$ cat src/rtl/spi_mra_pkg.sv
// shared types and constants for the spi master register access block
package spi_mra_pkg;

    localparam int unsigned MAX_PAYLOAD_DEF = 31;
    localparam int unsigned BITS_PER_BYTE   = 8;
    localparam int unsigned BIT_W           = $clog2(BITS_PER_BYTE);

    localparam logic [7:0] CMD_READ_BIT = 8'h80;
    localparam logic [7:0] ADDR_MASK    = 8'h7F;

    localparam logic OP_READ  = 1'b0;
    localparam logic OP_WRITE = 1'b1;

    localparam int unsigned CFG_IDX_W  = 1;
    localparam int unsigned CFG_DATA_W = 2;
    localparam logic [CFG_IDX_W-1:0] CFG_SPI_MODE = 1'b0;
    localparam logic [CFG_IDX_W-1:0] CFG_ENABLE   = 1'b1;

    localparam logic [1:0] SUB_SETUP  = 2'd0;
    localparam logic [1:0] SUB_ACTIVE = 2'd1;
    localparam logic [1:0] SUB_HOLD   = 2'd2;

    typedef enum logic [1:0] {
        ST_IDLE,
        ST_FALL,
        ST_BITS,
        ST_RISE
    } t_ser_state;

    typedef struct packed {
        logic       emit;
        logic       cs_fall;
        logic       finish;
        logic       idle;
        logic       cpha;
        logic [7:0] tx;
        logic [7:0] rx;
    } t_job;

    typedef struct packed {
        logic       sck;
        logic       mosi;
        logic       cs_n;
        logic       sample;
        logic [7:0] rx_byte;
        logic       rx_valid;
        logic       end_of_run;
    } t_pin;

endpackage

$ cat src/rtl/spi_mra_ctrl.sv
// transaction control: configuration, command building and payload limit
module spi_mra_ctrl
    import spi_mra_pkg::*;
#(
    parameter int unsigned MAX_PAYLOAD = MAX_PAYLOAD_DEF
) (
    input  logic                  i_clk,
    input  logic                  i_rst_n,
    input  logic                  i_cfg_we,
    input  logic [CFG_IDX_W-1:0]  i_cfg_addr,
    input  logic [CFG_DATA_W-1:0] i_cfg_wdata,
    input  logic                  i_accept,
    input  logic                  i_first,
    input  logic                  i_operation,
    input  logic [7:0]            i_reg_addr,
    input  logic [7:0]            i_write_data,
    input  logic                  i_last,
    input  logic [7:0]            i_miso_bits,
    output t_job                  o_job
);

    localparam int unsigned CNT_W = $clog2(MAX_PAYLOAD + 1);

    logic [1:0]       r_spi_mode;
    logic             r_enable;
    logic             r_in_trans;
    logic             r_is_write;
    logic [CNT_W-1:0] r_count;
    logic             r_dropping;

    logic             n_in_trans;
    logic             n_is_write;
    logic [CNT_W-1:0] n_count;
    logic             n_dropping;
    logic [CNT_W-1:0] w_count_inc;
    t_job             w_job;

    assign w_count_inc = r_count + 1'b1;

    always_comb begin
        n_in_trans   = r_in_trans;
        n_is_write   = r_is_write;
        n_count      = r_count;
        n_dropping   = r_dropping;
        w_job.emit    = 1'b0;
        w_job.cs_fall = 1'b0;
        w_job.finish  = i_last;
        w_job.idle    = r_spi_mode[1];
        w_job.cpha    = r_spi_mode[0];
        w_job.tx      = 8'h00;
        w_job.rx      = i_miso_bits;
        if (r_enable) begin
            if (i_first) begin
                n_dropping    = 1'b0;
                n_is_write    = (i_operation == OP_WRITE);
                n_count       = '0;
                w_job.tx      = (i_operation == OP_WRITE) ? (i_reg_addr & ADDR_MASK)
                                                          : (i_reg_addr | CMD_READ_BIT);
                w_job.cs_fall = !r_in_trans;
                w_job.emit    = 1'b1;
                n_in_trans    = !i_last;
            end else if (!r_in_trans) begin
                if (r_dropping && i_last) begin
                    n_dropping = 1'b0;
                end
            end else begin
                w_job.tx   = r_is_write ? i_write_data : 8'h00;
                w_job.emit = 1'b1;
                n_count    = w_count_inc;
                if (!i_last && (w_count_inc >= CNT_W'(MAX_PAYLOAD))) begin
                    w_job.finish = 1'b1;
                    n_dropping   = 1'b1;
                end
                if (w_job.finish) begin
                    n_in_trans = 1'b0;
                end
            end
        end
    end

    assign o_job = w_job;

    always_ff @(posedge i_clk) begin
        if (!i_rst_n) begin
            r_spi_mode <= 2'd0;
            r_enable   <= 1'b0;
            r_in_trans <= 1'b0;
            r_is_write <= 1'b0;
            r_count    <= '0;
            r_dropping <= 1'b0;
        end else begin
            if (i_cfg_we) begin
                case (i_cfg_addr)
                    CFG_SPI_MODE: r_spi_mode <= i_cfg_wdata[1:0];
                    CFG_ENABLE:   r_enable   <= i_cfg_wdata[0];
                    default:      ;
                endcase
            end
            if (i_accept) begin
                r_in_trans <= n_in_trans;
                r_is_write <= n_is_write;
                r_count    <= n_count;
                r_dropping <= n_dropping;
            end
        end
    end

endmodule

$ cat src/rtl/spi_mra_ser.sv
// pin state serializer with registered result stage
module spi_mra_ser
    import spi_mra_pkg::*;
(
    input  logic i_clk,
    input  logic i_rst_n,
    input  logic i_accept,
    input  t_job i_job,
    output logic o_in_ready,
    input  logic i_out_ready,
    output logic o_out_valid,
    output t_pin o_out
);

    localparam logic [BIT_W-1:0] LAST_BIT = BIT_W'(BITS_PER_BYTE - 1);

    t_ser_state       r_state, n_state;
    logic [BIT_W-1:0] r_bit, n_bit;
    logic [1:0]       r_sub, n_sub;
    t_job             r_job;
    logic             r_out_valid;
    t_pin             r_out;

    logic w_busy;
    logic w_produce;
    logic w_is_last;
    logic w_tx_bit;
    t_pin w_pin;

    assign w_busy     = (r_state != ST_IDLE);
    assign w_produce  = w_busy && (!r_out_valid || i_out_ready);
    assign w_is_last  = (r_state == ST_RISE) ||
                        ((r_state == ST_BITS) && (r_sub == SUB_HOLD) &&
                         (r_bit == LAST_BIT) && !r_job.finish);
    assign o_in_ready = !w_busy || (w_produce && w_is_last);
    assign w_tx_bit   = r_job.tx[LAST_BIT - r_bit];

    // next state
    always_comb begin
        n_state = r_state;
        n_bit   = r_bit;
        n_sub   = r_sub;
        if (w_produce) begin
            case (r_state)
                ST_FALL: begin
                    n_state = ST_BITS;
                    n_bit   = '0;
                    n_sub   = SUB_SETUP;
                end
                ST_BITS: begin
                    if (r_sub == SUB_HOLD) begin
                        n_sub = SUB_SETUP;
                        if (r_bit == LAST_BIT) begin
                            n_state = r_job.finish ? ST_RISE : ST_IDLE;
                        end else begin
                            n_bit = r_bit + 1'b1;
                        end
                    end else begin
                        n_sub = r_sub + 1'b1;
                    end
                end
                ST_RISE: n_state = ST_IDLE;
                default: n_state = ST_IDLE;
            endcase
        end
        if (i_accept && i_job.emit) begin
            n_state = i_job.cs_fall ? ST_FALL : ST_BITS;
            n_bit   = '0;
            n_sub   = SUB_SETUP;
        end
    end

    // pin levels of the current state
    always_comb begin
        w_pin.sck        = r_job.idle;
        w_pin.mosi       = 1'b0;
        w_pin.cs_n       = 1'b0;
        w_pin.sample     = 1'b0;
        w_pin.rx_byte    = 8'h00;
        w_pin.rx_valid   = 1'b0;
        w_pin.end_of_run = w_is_last;
        case (r_state)
            ST_BITS: begin
                w_pin.mosi = w_tx_bit;
                case (r_sub)
                    SUB_ACTIVE: begin
                        w_pin.sck    = !r_job.idle;
                        w_pin.sample = !r_job.cpha;
                    end
                    SUB_HOLD: begin
                        w_pin.sample = r_job.cpha;
                        if (r_bit == LAST_BIT) begin
                            w_pin.rx_valid = 1'b1;
                            w_pin.rx_byte  = r_job.rx;
                        end
                    end
                    default: ;
                endcase
            end
            ST_RISE: begin
                w_pin.mosi = r_job.tx[0];
                w_pin.cs_n = 1'b1;
            end
            default: ;
        endcase
    end

    always_ff @(posedge i_clk) begin
        if (!i_rst_n) begin
            r_state     <= ST_IDLE;
            r_bit       <= '0;
            r_sub       <= SUB_SETUP;
            r_out_valid <= 1'b0;
        end else begin
            r_state <= n_state;
            r_bit   <= n_bit;
            r_sub   <= n_sub;
            if (w_produce) begin
                r_out_valid <= 1'b1;
            end else if (i_out_ready) begin
                r_out_valid <= 1'b0;
            end
        end
    end

    always_ff @(posedge i_clk) begin
        if (i_accept && i_job.emit) begin
            r_job <= i_job;
        end
        if (w_produce) begin
            r_out <= w_pin;
        end
    end

    assign o_out_valid = r_out_valid;
    assign o_out       = r_out;

`ifndef SYNTHESIS
    a_ready_busy: assert property (@(posedge i_clk) disable iff (!i_rst_n)
        (w_busy && o_in_ready) |-> (w_produce && w_is_last))
        else $error("ready raised while a byte is still being sent");
    a_stall_hold: assert property (@(posedge i_clk) disable iff (!i_rst_n)
        (r_out_valid && !i_out_ready && !i_accept) |=>
        ($stable(r_state) && $stable(r_bit) && $stable(r_sub)))
        else $error("serializer advanced while the result was stalled");
    a_rise_end: assert property (@(posedge i_clk) disable iff (!i_rst_n)
        (r_out_valid && r_out.cs_n) |-> r_out.end_of_run)
        else $error("cs rise not marked as last result of its request");
    a_rx_cs: assert property (@(posedge i_clk) disable iff (!i_rst_n)
        (r_out_valid && r_out.rx_valid) |-> (!r_out.cs_n && (r_out.sck == r_job.idle)))
        else $error("received byte given outside a selected hold state");
`endif

endmodule

$ cat src/rtl/spi_master_register_access.sv
// top level of the spi master register access block
//
// Each request on the slave stream is one byte slot of a register access.
// A request with first set sends the command byte (address, bit 7 set for a
// read); later requests send the write data, or zero on a read. The bits
// the slave drives on miso come in with the request. tlast ends the access.
// The master stream gives one pin state per cycle while it is not stalled: cs
// fall (only when cs was inactive), three states per bit MSB first, and cs
// rise when the access ends or the payload limit is hit. tlast marks the last
// state of a request, tuser flags the state that carries the received byte.
// The next request is taken in the cycle the last state of the current one
// moves to the output register, so requests follow with no gap. An accepted
// request is registered in the serializer state and job registers, and its
// first state then moves to the output register. Requests that give no states
// (block disabled, payload outside an access) are taken whenever the serializer idles.
// A stalled receiver holds the output register and the serializer.
// Reset ends any access, so the next one starts with a cs fall, and clears the mode and the enable register.
// Configuration writes: index 0 spi mode (cpol*2+cpha), index 1 enable.
module spi_master_register_access
    import spi_mra_pkg::*;
#(
    parameter int unsigned MAX_PAYLOAD = MAX_PAYLOAD_DEF
) (
    input  logic                  i_clk,
    input  logic                  i_rst_n,
    input  logic                  i_cfg_we,
    input  logic [CFG_IDX_W-1:0]  i_cfg_addr,
    input  logic [CFG_DATA_W-1:0] i_cfg_wdata,
    input  logic                  i_s_axis_tvalid,
    output logic                  o_s_axis_tready,
    input  logic [23:0]           i_s_axis_tdata,  // reg_addr, write_data, miso_bits
    input  logic [1:0]            i_s_axis_tuser,  // first, operation
    input  logic                  i_s_axis_tlast,
    output logic                  o_m_axis_tvalid,
    input  logic                  i_m_axis_tready,
    output logic [15:0]           o_m_axis_tdata,  // sck, mosi, cs_n, sample, rx_byte, zero pad
    output logic [0:0]            o_m_axis_tuser,  // rx_valid
    output logic                  o_m_axis_tlast
);

    logic w_accept;
    t_job w_job;
    t_pin w_out;

    assign w_accept = i_s_axis_tvalid && o_s_axis_tready;

    spi_mra_ctrl #(
        .MAX_PAYLOAD(MAX_PAYLOAD)
    ) u_ctrl (
        .i_clk       (i_clk),
        .i_rst_n     (i_rst_n),
        .i_cfg_we    (i_cfg_we),
        .i_cfg_addr  (i_cfg_addr),
        .i_cfg_wdata (i_cfg_wdata),
        .i_accept    (w_accept),
        .i_first     (i_s_axis_tuser[0]),
        .i_operation (i_s_axis_tuser[1]),
        .i_reg_addr  (i_s_axis_tdata[7:0]),
        .i_write_data(i_s_axis_tdata[15:8]),
        .i_last      (i_s_axis_tlast),
        .i_miso_bits (i_s_axis_tdata[23:16]),
        .o_job       (w_job)
    );

    spi_mra_ser u_ser (
        .i_clk      (i_clk),
        .i_rst_n    (i_rst_n),
        .i_accept   (w_accept),
        .i_job      (w_job),
        .o_in_ready (o_s_axis_tready),
        .i_out_ready(i_m_axis_tready),
        .o_out_valid(o_m_axis_tvalid),
        .o_out      (w_out)
    );

    assign o_m_axis_tdata = {4'b0000, w_out.rx_byte, w_out.sample, w_out.cs_n,
                             w_out.mosi, w_out.sck};
    assign o_m_axis_tuser = w_out.rx_valid;
    assign o_m_axis_tlast = w_out.end_of_run;

endmodule

$ cat config.mk
export PLATFORM = sky130hd
export DESIGN_NAME = spi_master_register_access
export DESIGN_NICKNAME = d
export VERILOG_FILES = /design/src/rtl/spi_mra_pkg.sv /design/src/rtl/spi_mra_ctrl.sv /design/src/rtl/spi_mra_ser.sv /design/src/rtl/spi_master_register_access.sv
export SDC_FILE = /design/constraint.sdc
export NUM_CORES = 1
export LEC_CHECK = 0
export BUFFER_PORTS_ARGS = -buffer_cell sky130_fd_sc_hd__buf_2
export CAP_MARGIN = 20
export CORE_ASPECT_RATIO = 1.25
export CORE_MARGIN = 2
export CORE_UTILIZATION = 40
export CTS_CLUSTER_DIAMETER = 150
export DETAILED_ROUTE_END_ITERATION = 7
export PLACE_DENSITY = 0.71
export SETUP_SLACK_MARGIN = 0.2
export SYNTH_ARGS = -nofsm -noshare
export SYNTH_HDL_FRONTEND = slang
export SYNTH_SLANG_ARGS = --single-unit
$ cat constraint.sdc
create_clock -name i_clk -period 3.7 [get_ports i_clk]
set_clock_uncertainty 0.15 [all_clocks]
set_input_delay 0.185 -clock i_clk [delete_from_list [all_inputs] [get_ports i_clk]]
set_output_delay 0.185 -clock i_clk [all_outputs]
set_load 0.005 [all_outputs]
==> impl_metrics.toml <==
[place]
dp_hpwl_mm = 3.04
dp_cells = 305
routabilityCongestion = 0.775
portBuffers = 49

[pwr]
p_leak_nw = 1.13
powerDensity_nw_per_um2 = 398
vdd_drop_max_mv = 0.188

[timing]
relSlewSlack = 0.363
fin_crit_ns = 2.61
final-max-slew-violation-count = 0
tightest_slew_ns = 0.953
fin_crit_sh = 0.706
fin_tns_setup_ns = 0
fmax_mhz = 383
rsz0062_at_grt = "false"
setup_viol = 0
finalHoldViolations = 0

[floorplanning]
io_pins = 55
die_w_um = 72.3
fp.dieH_um = 89.4
start_util = 0.409
rows = 31
core_um2 = 5700
dieArea_um2 = 6460

[worst_setup_path]
start_kind = "flip-flop"
path_class = "flip-flop to flip-flop"
worstReg2RegStart = "u_ser.r_bit[0]"
worstSetupStartpoint = "u_ser.r_bit[0]"
reg2reg_depth = 9
critical_path.max_fanout = 15
timing.rr.end = "u_ser.r_state[1]"
cp.buffers_inverters = 2
reg2reg_slack_ns = 1.09
path_depth = 9
path_common_cell = "ha_1"
worstPathRequired_ns = 3.76
path_cells = "ha_1 > ha_1 > nand4b_4 > nor3_4 > o211ai_4 > inv_1 > buf_4 > o22ai_1 > o311a_1"
slowest_delay_ns = 0.46
crit_slowest_cell = "dfxtp_1"
crit_end = "u_ser.r_state[1]"
cp.arrival_ns = 2.67
path_delay_family = "buffers and inverters"
worst_setup_path_end_kind = "flip-flop"

[clock_network]
cts_buffer_depth = 2
clkSinkCount = 51
post-cts-setup-buffers = 0
post_cts_resized = 0
clk_latency_ns = 0.31
htreeDepth = 2
hold_buffers = 11
cts_made_buffers = 5
tritoncts = "yes"
cts_root_buf = "clkbuf_8"
clk_pin_slew_worst_paths_ns = 0.10

[finish]
syn_to_final_growth_pct = 22.0
fillers = 527
multi_input_area_um2 = 922
nets = 300
regArea_um2 = 1350
stdcell_count = 324
layout_common_cells = "buf_2, edfxtp_1, dfxtp_1, nand2_1"
antenna_cells = 0
mostFrequentLayoutCell = "buf_2"
drive_above_1_share = 0.256

[routing]
postRouteAntennaNets = 0
drc = 0
drt_pass1_iterations = 4
drtIter0Drc = 42
wl_per_cell_um = 12.9
viasPerCell = 5.00
routed_wl_mm = 4.17
vias = 1621

[grt]
grt_overflow = 0
first_global_vias = 1591
grt_usage = 0.142
grt_pass1_wl_mm = 7.09
grt_max_degree = 19
antenna_found_initial = 0

[flow_run]
maxCapViolCount = 0

[synthesis]
ys_seq_area_frac = 0.579
yosys_register_bits = 51
syn_inst = 193
synth_top_area_share = 0.425
synth_area_leaders = "edfxtp_1, dfxtp_1, ha_1, a22o_1, mux2i_1"
yosys_warnings = 0
synthArstFlopShare = 0
avgSynthCellArea_um2 = 12.1
synth_area_um2 = 2330
ys_types = 43
synth_edf_count = 33
ys.flop_type = "edfxtp_1"
yosys.area.top_type = "edfxtp_1"

[min_path]
holdPathStages = 3
hp-class = "input pin to flip-flop"

[run_status]
outcome = "finished, final reports clean"
-- cell type report --
class | count | share of cell area
Sequential cell | 51 | 0.475
Clock inverter | 3 | 0.00923
Clock buffer | 5 | 0.0242
Tap cell | 66 | 0.0290
Multi-Input combinational cell | 130 | 0.324
Inverter | 7 | 0.00923
Timing Repair Buffer | 62 | 0.130
-- power breakdown --
part           internal (W)  switching, W  leakage (nW)
Clock              0.000139      0.000194        0.0491
Combinational     0.0000665     0.0000840         0.637
Sequential         0.000639     0.0000102         0.448
-- synth_stat cells (2+ instances only) --
cell type and instances:
nor3b_1 2, a21boi_1 2, nor2b_1 6, or3_1 3
mux4_2 2, a21boi_0 5, edfxtp_1 33, nand3_1 7
nor2_1 11, o311a_1 2, nand2_1 16, a21oi_1 4
and2_1 9, a31oi_1 3, o21ai_0 8, mux2i_1 6
xor2_1 2, clkbuf_1 4, ha_1 8, dfxtp_1 18
inv_1 7, a22o_1 7, buf_4 4, nand2b_1 5
-- cell families after synthesis --
family | Yosys count | share of synthesized area
simple gates | 67 | 0.161
flops | 51 | 0.579
compound gates | 40 | 0.128
buf+inv | 15 | 0.0306
fa+ha+maj | 8 | 0.0429
mux | 8 | 0.0450
xor+xnor | 3 | 0.0113
other cells | 1 | 0.00161
-- routing by layer --
metal | global-route usage | wire length [um] | vias to the layer above
li1 | - | - | 828
met1 | 0.157 | 1710 | 749
met2 | 0.270 | 2220 | 39
met3 | 0.0304 | 186 | 5
met4 | 0.0463 | 57 | 0
met5 | 0 | 0 | -
-- worst min path at each step --
stage,startpoint,end,slack [ns]
finish,i_cfg_we,u_ctrl.r_enable,0.009
global route,i_s_axis_tdata[13],u_ser.r_job[13],0.02
CTS,i_cfg_we,u_ctrl.r_enable,0.004
detailed placement,i_s_axis_tdata[21],u_ser.r_job[5],0.21
global placement,i_s_axis_tdata[16],u_ser.r_job[0],0.22
floorplan,i_s_axis_tdata[16],u_ser.r_job[0],0.13
-- flip-flops by register name, summed over array words and instances, names as in the netlist --
| register | count |
|---|---|
| u_ctrl.r_enable | 1 |
| u_ctrl.r_is_write | 1 |
| u_ser.r_bit | 3 |
| u_ctrl.r_count | 5 |
| u_ser.r_sub | 2 |
| u_ctrl.r_spi_mode | 2 |
| u_ser.o_out | 14 |
| u_ser.r_state | 2 |
| u_ser.r_job | 19 |
| u_ctrl.r_in_trans | 1 |
| u_ser.o_out_valid | 1 |
-- per-stage QoR --
| stage | hold slack, ns | setup slack (ns) | power, W | cell area (um^2) | util |
|---|---|---|---|---|---|
| 6_report | 0.00871 | 1.09 | 0.00113 | 2850 | 0.499 |
| 5_1_grt | 0.0187 | 0.821 | 0.00118 | 2850 | 0.499 |
| 4_1_cts | 0.00367 | 1.07 | 0.00115 | 2850 | 0.499 |
| 3_5_place_dp | 0.215 | 1.10 | 0.000806 | 2640 | 0.463 |
| 3_3_place_gp | 0.216 | 1.17 | 0.000802 | 2640 | 0.463 |
| 2_1_floorplan | 0.134 | 1.20 | 0.000743 | 2340 | - |
-- worst reg2reg max path, stage by stage (launching register included) --
cell	delay, ns
dfxtp_1	0.46
ha_1	0.21
ha_1	0.26
nand4b_4	0.15
nor3_4	0.25
o211ai_4	0.16
inv_1	0.33
buf_4	0.31
o22ai_1	0.10
o311a_1	0.14
(Power assumes the default switching activity.)
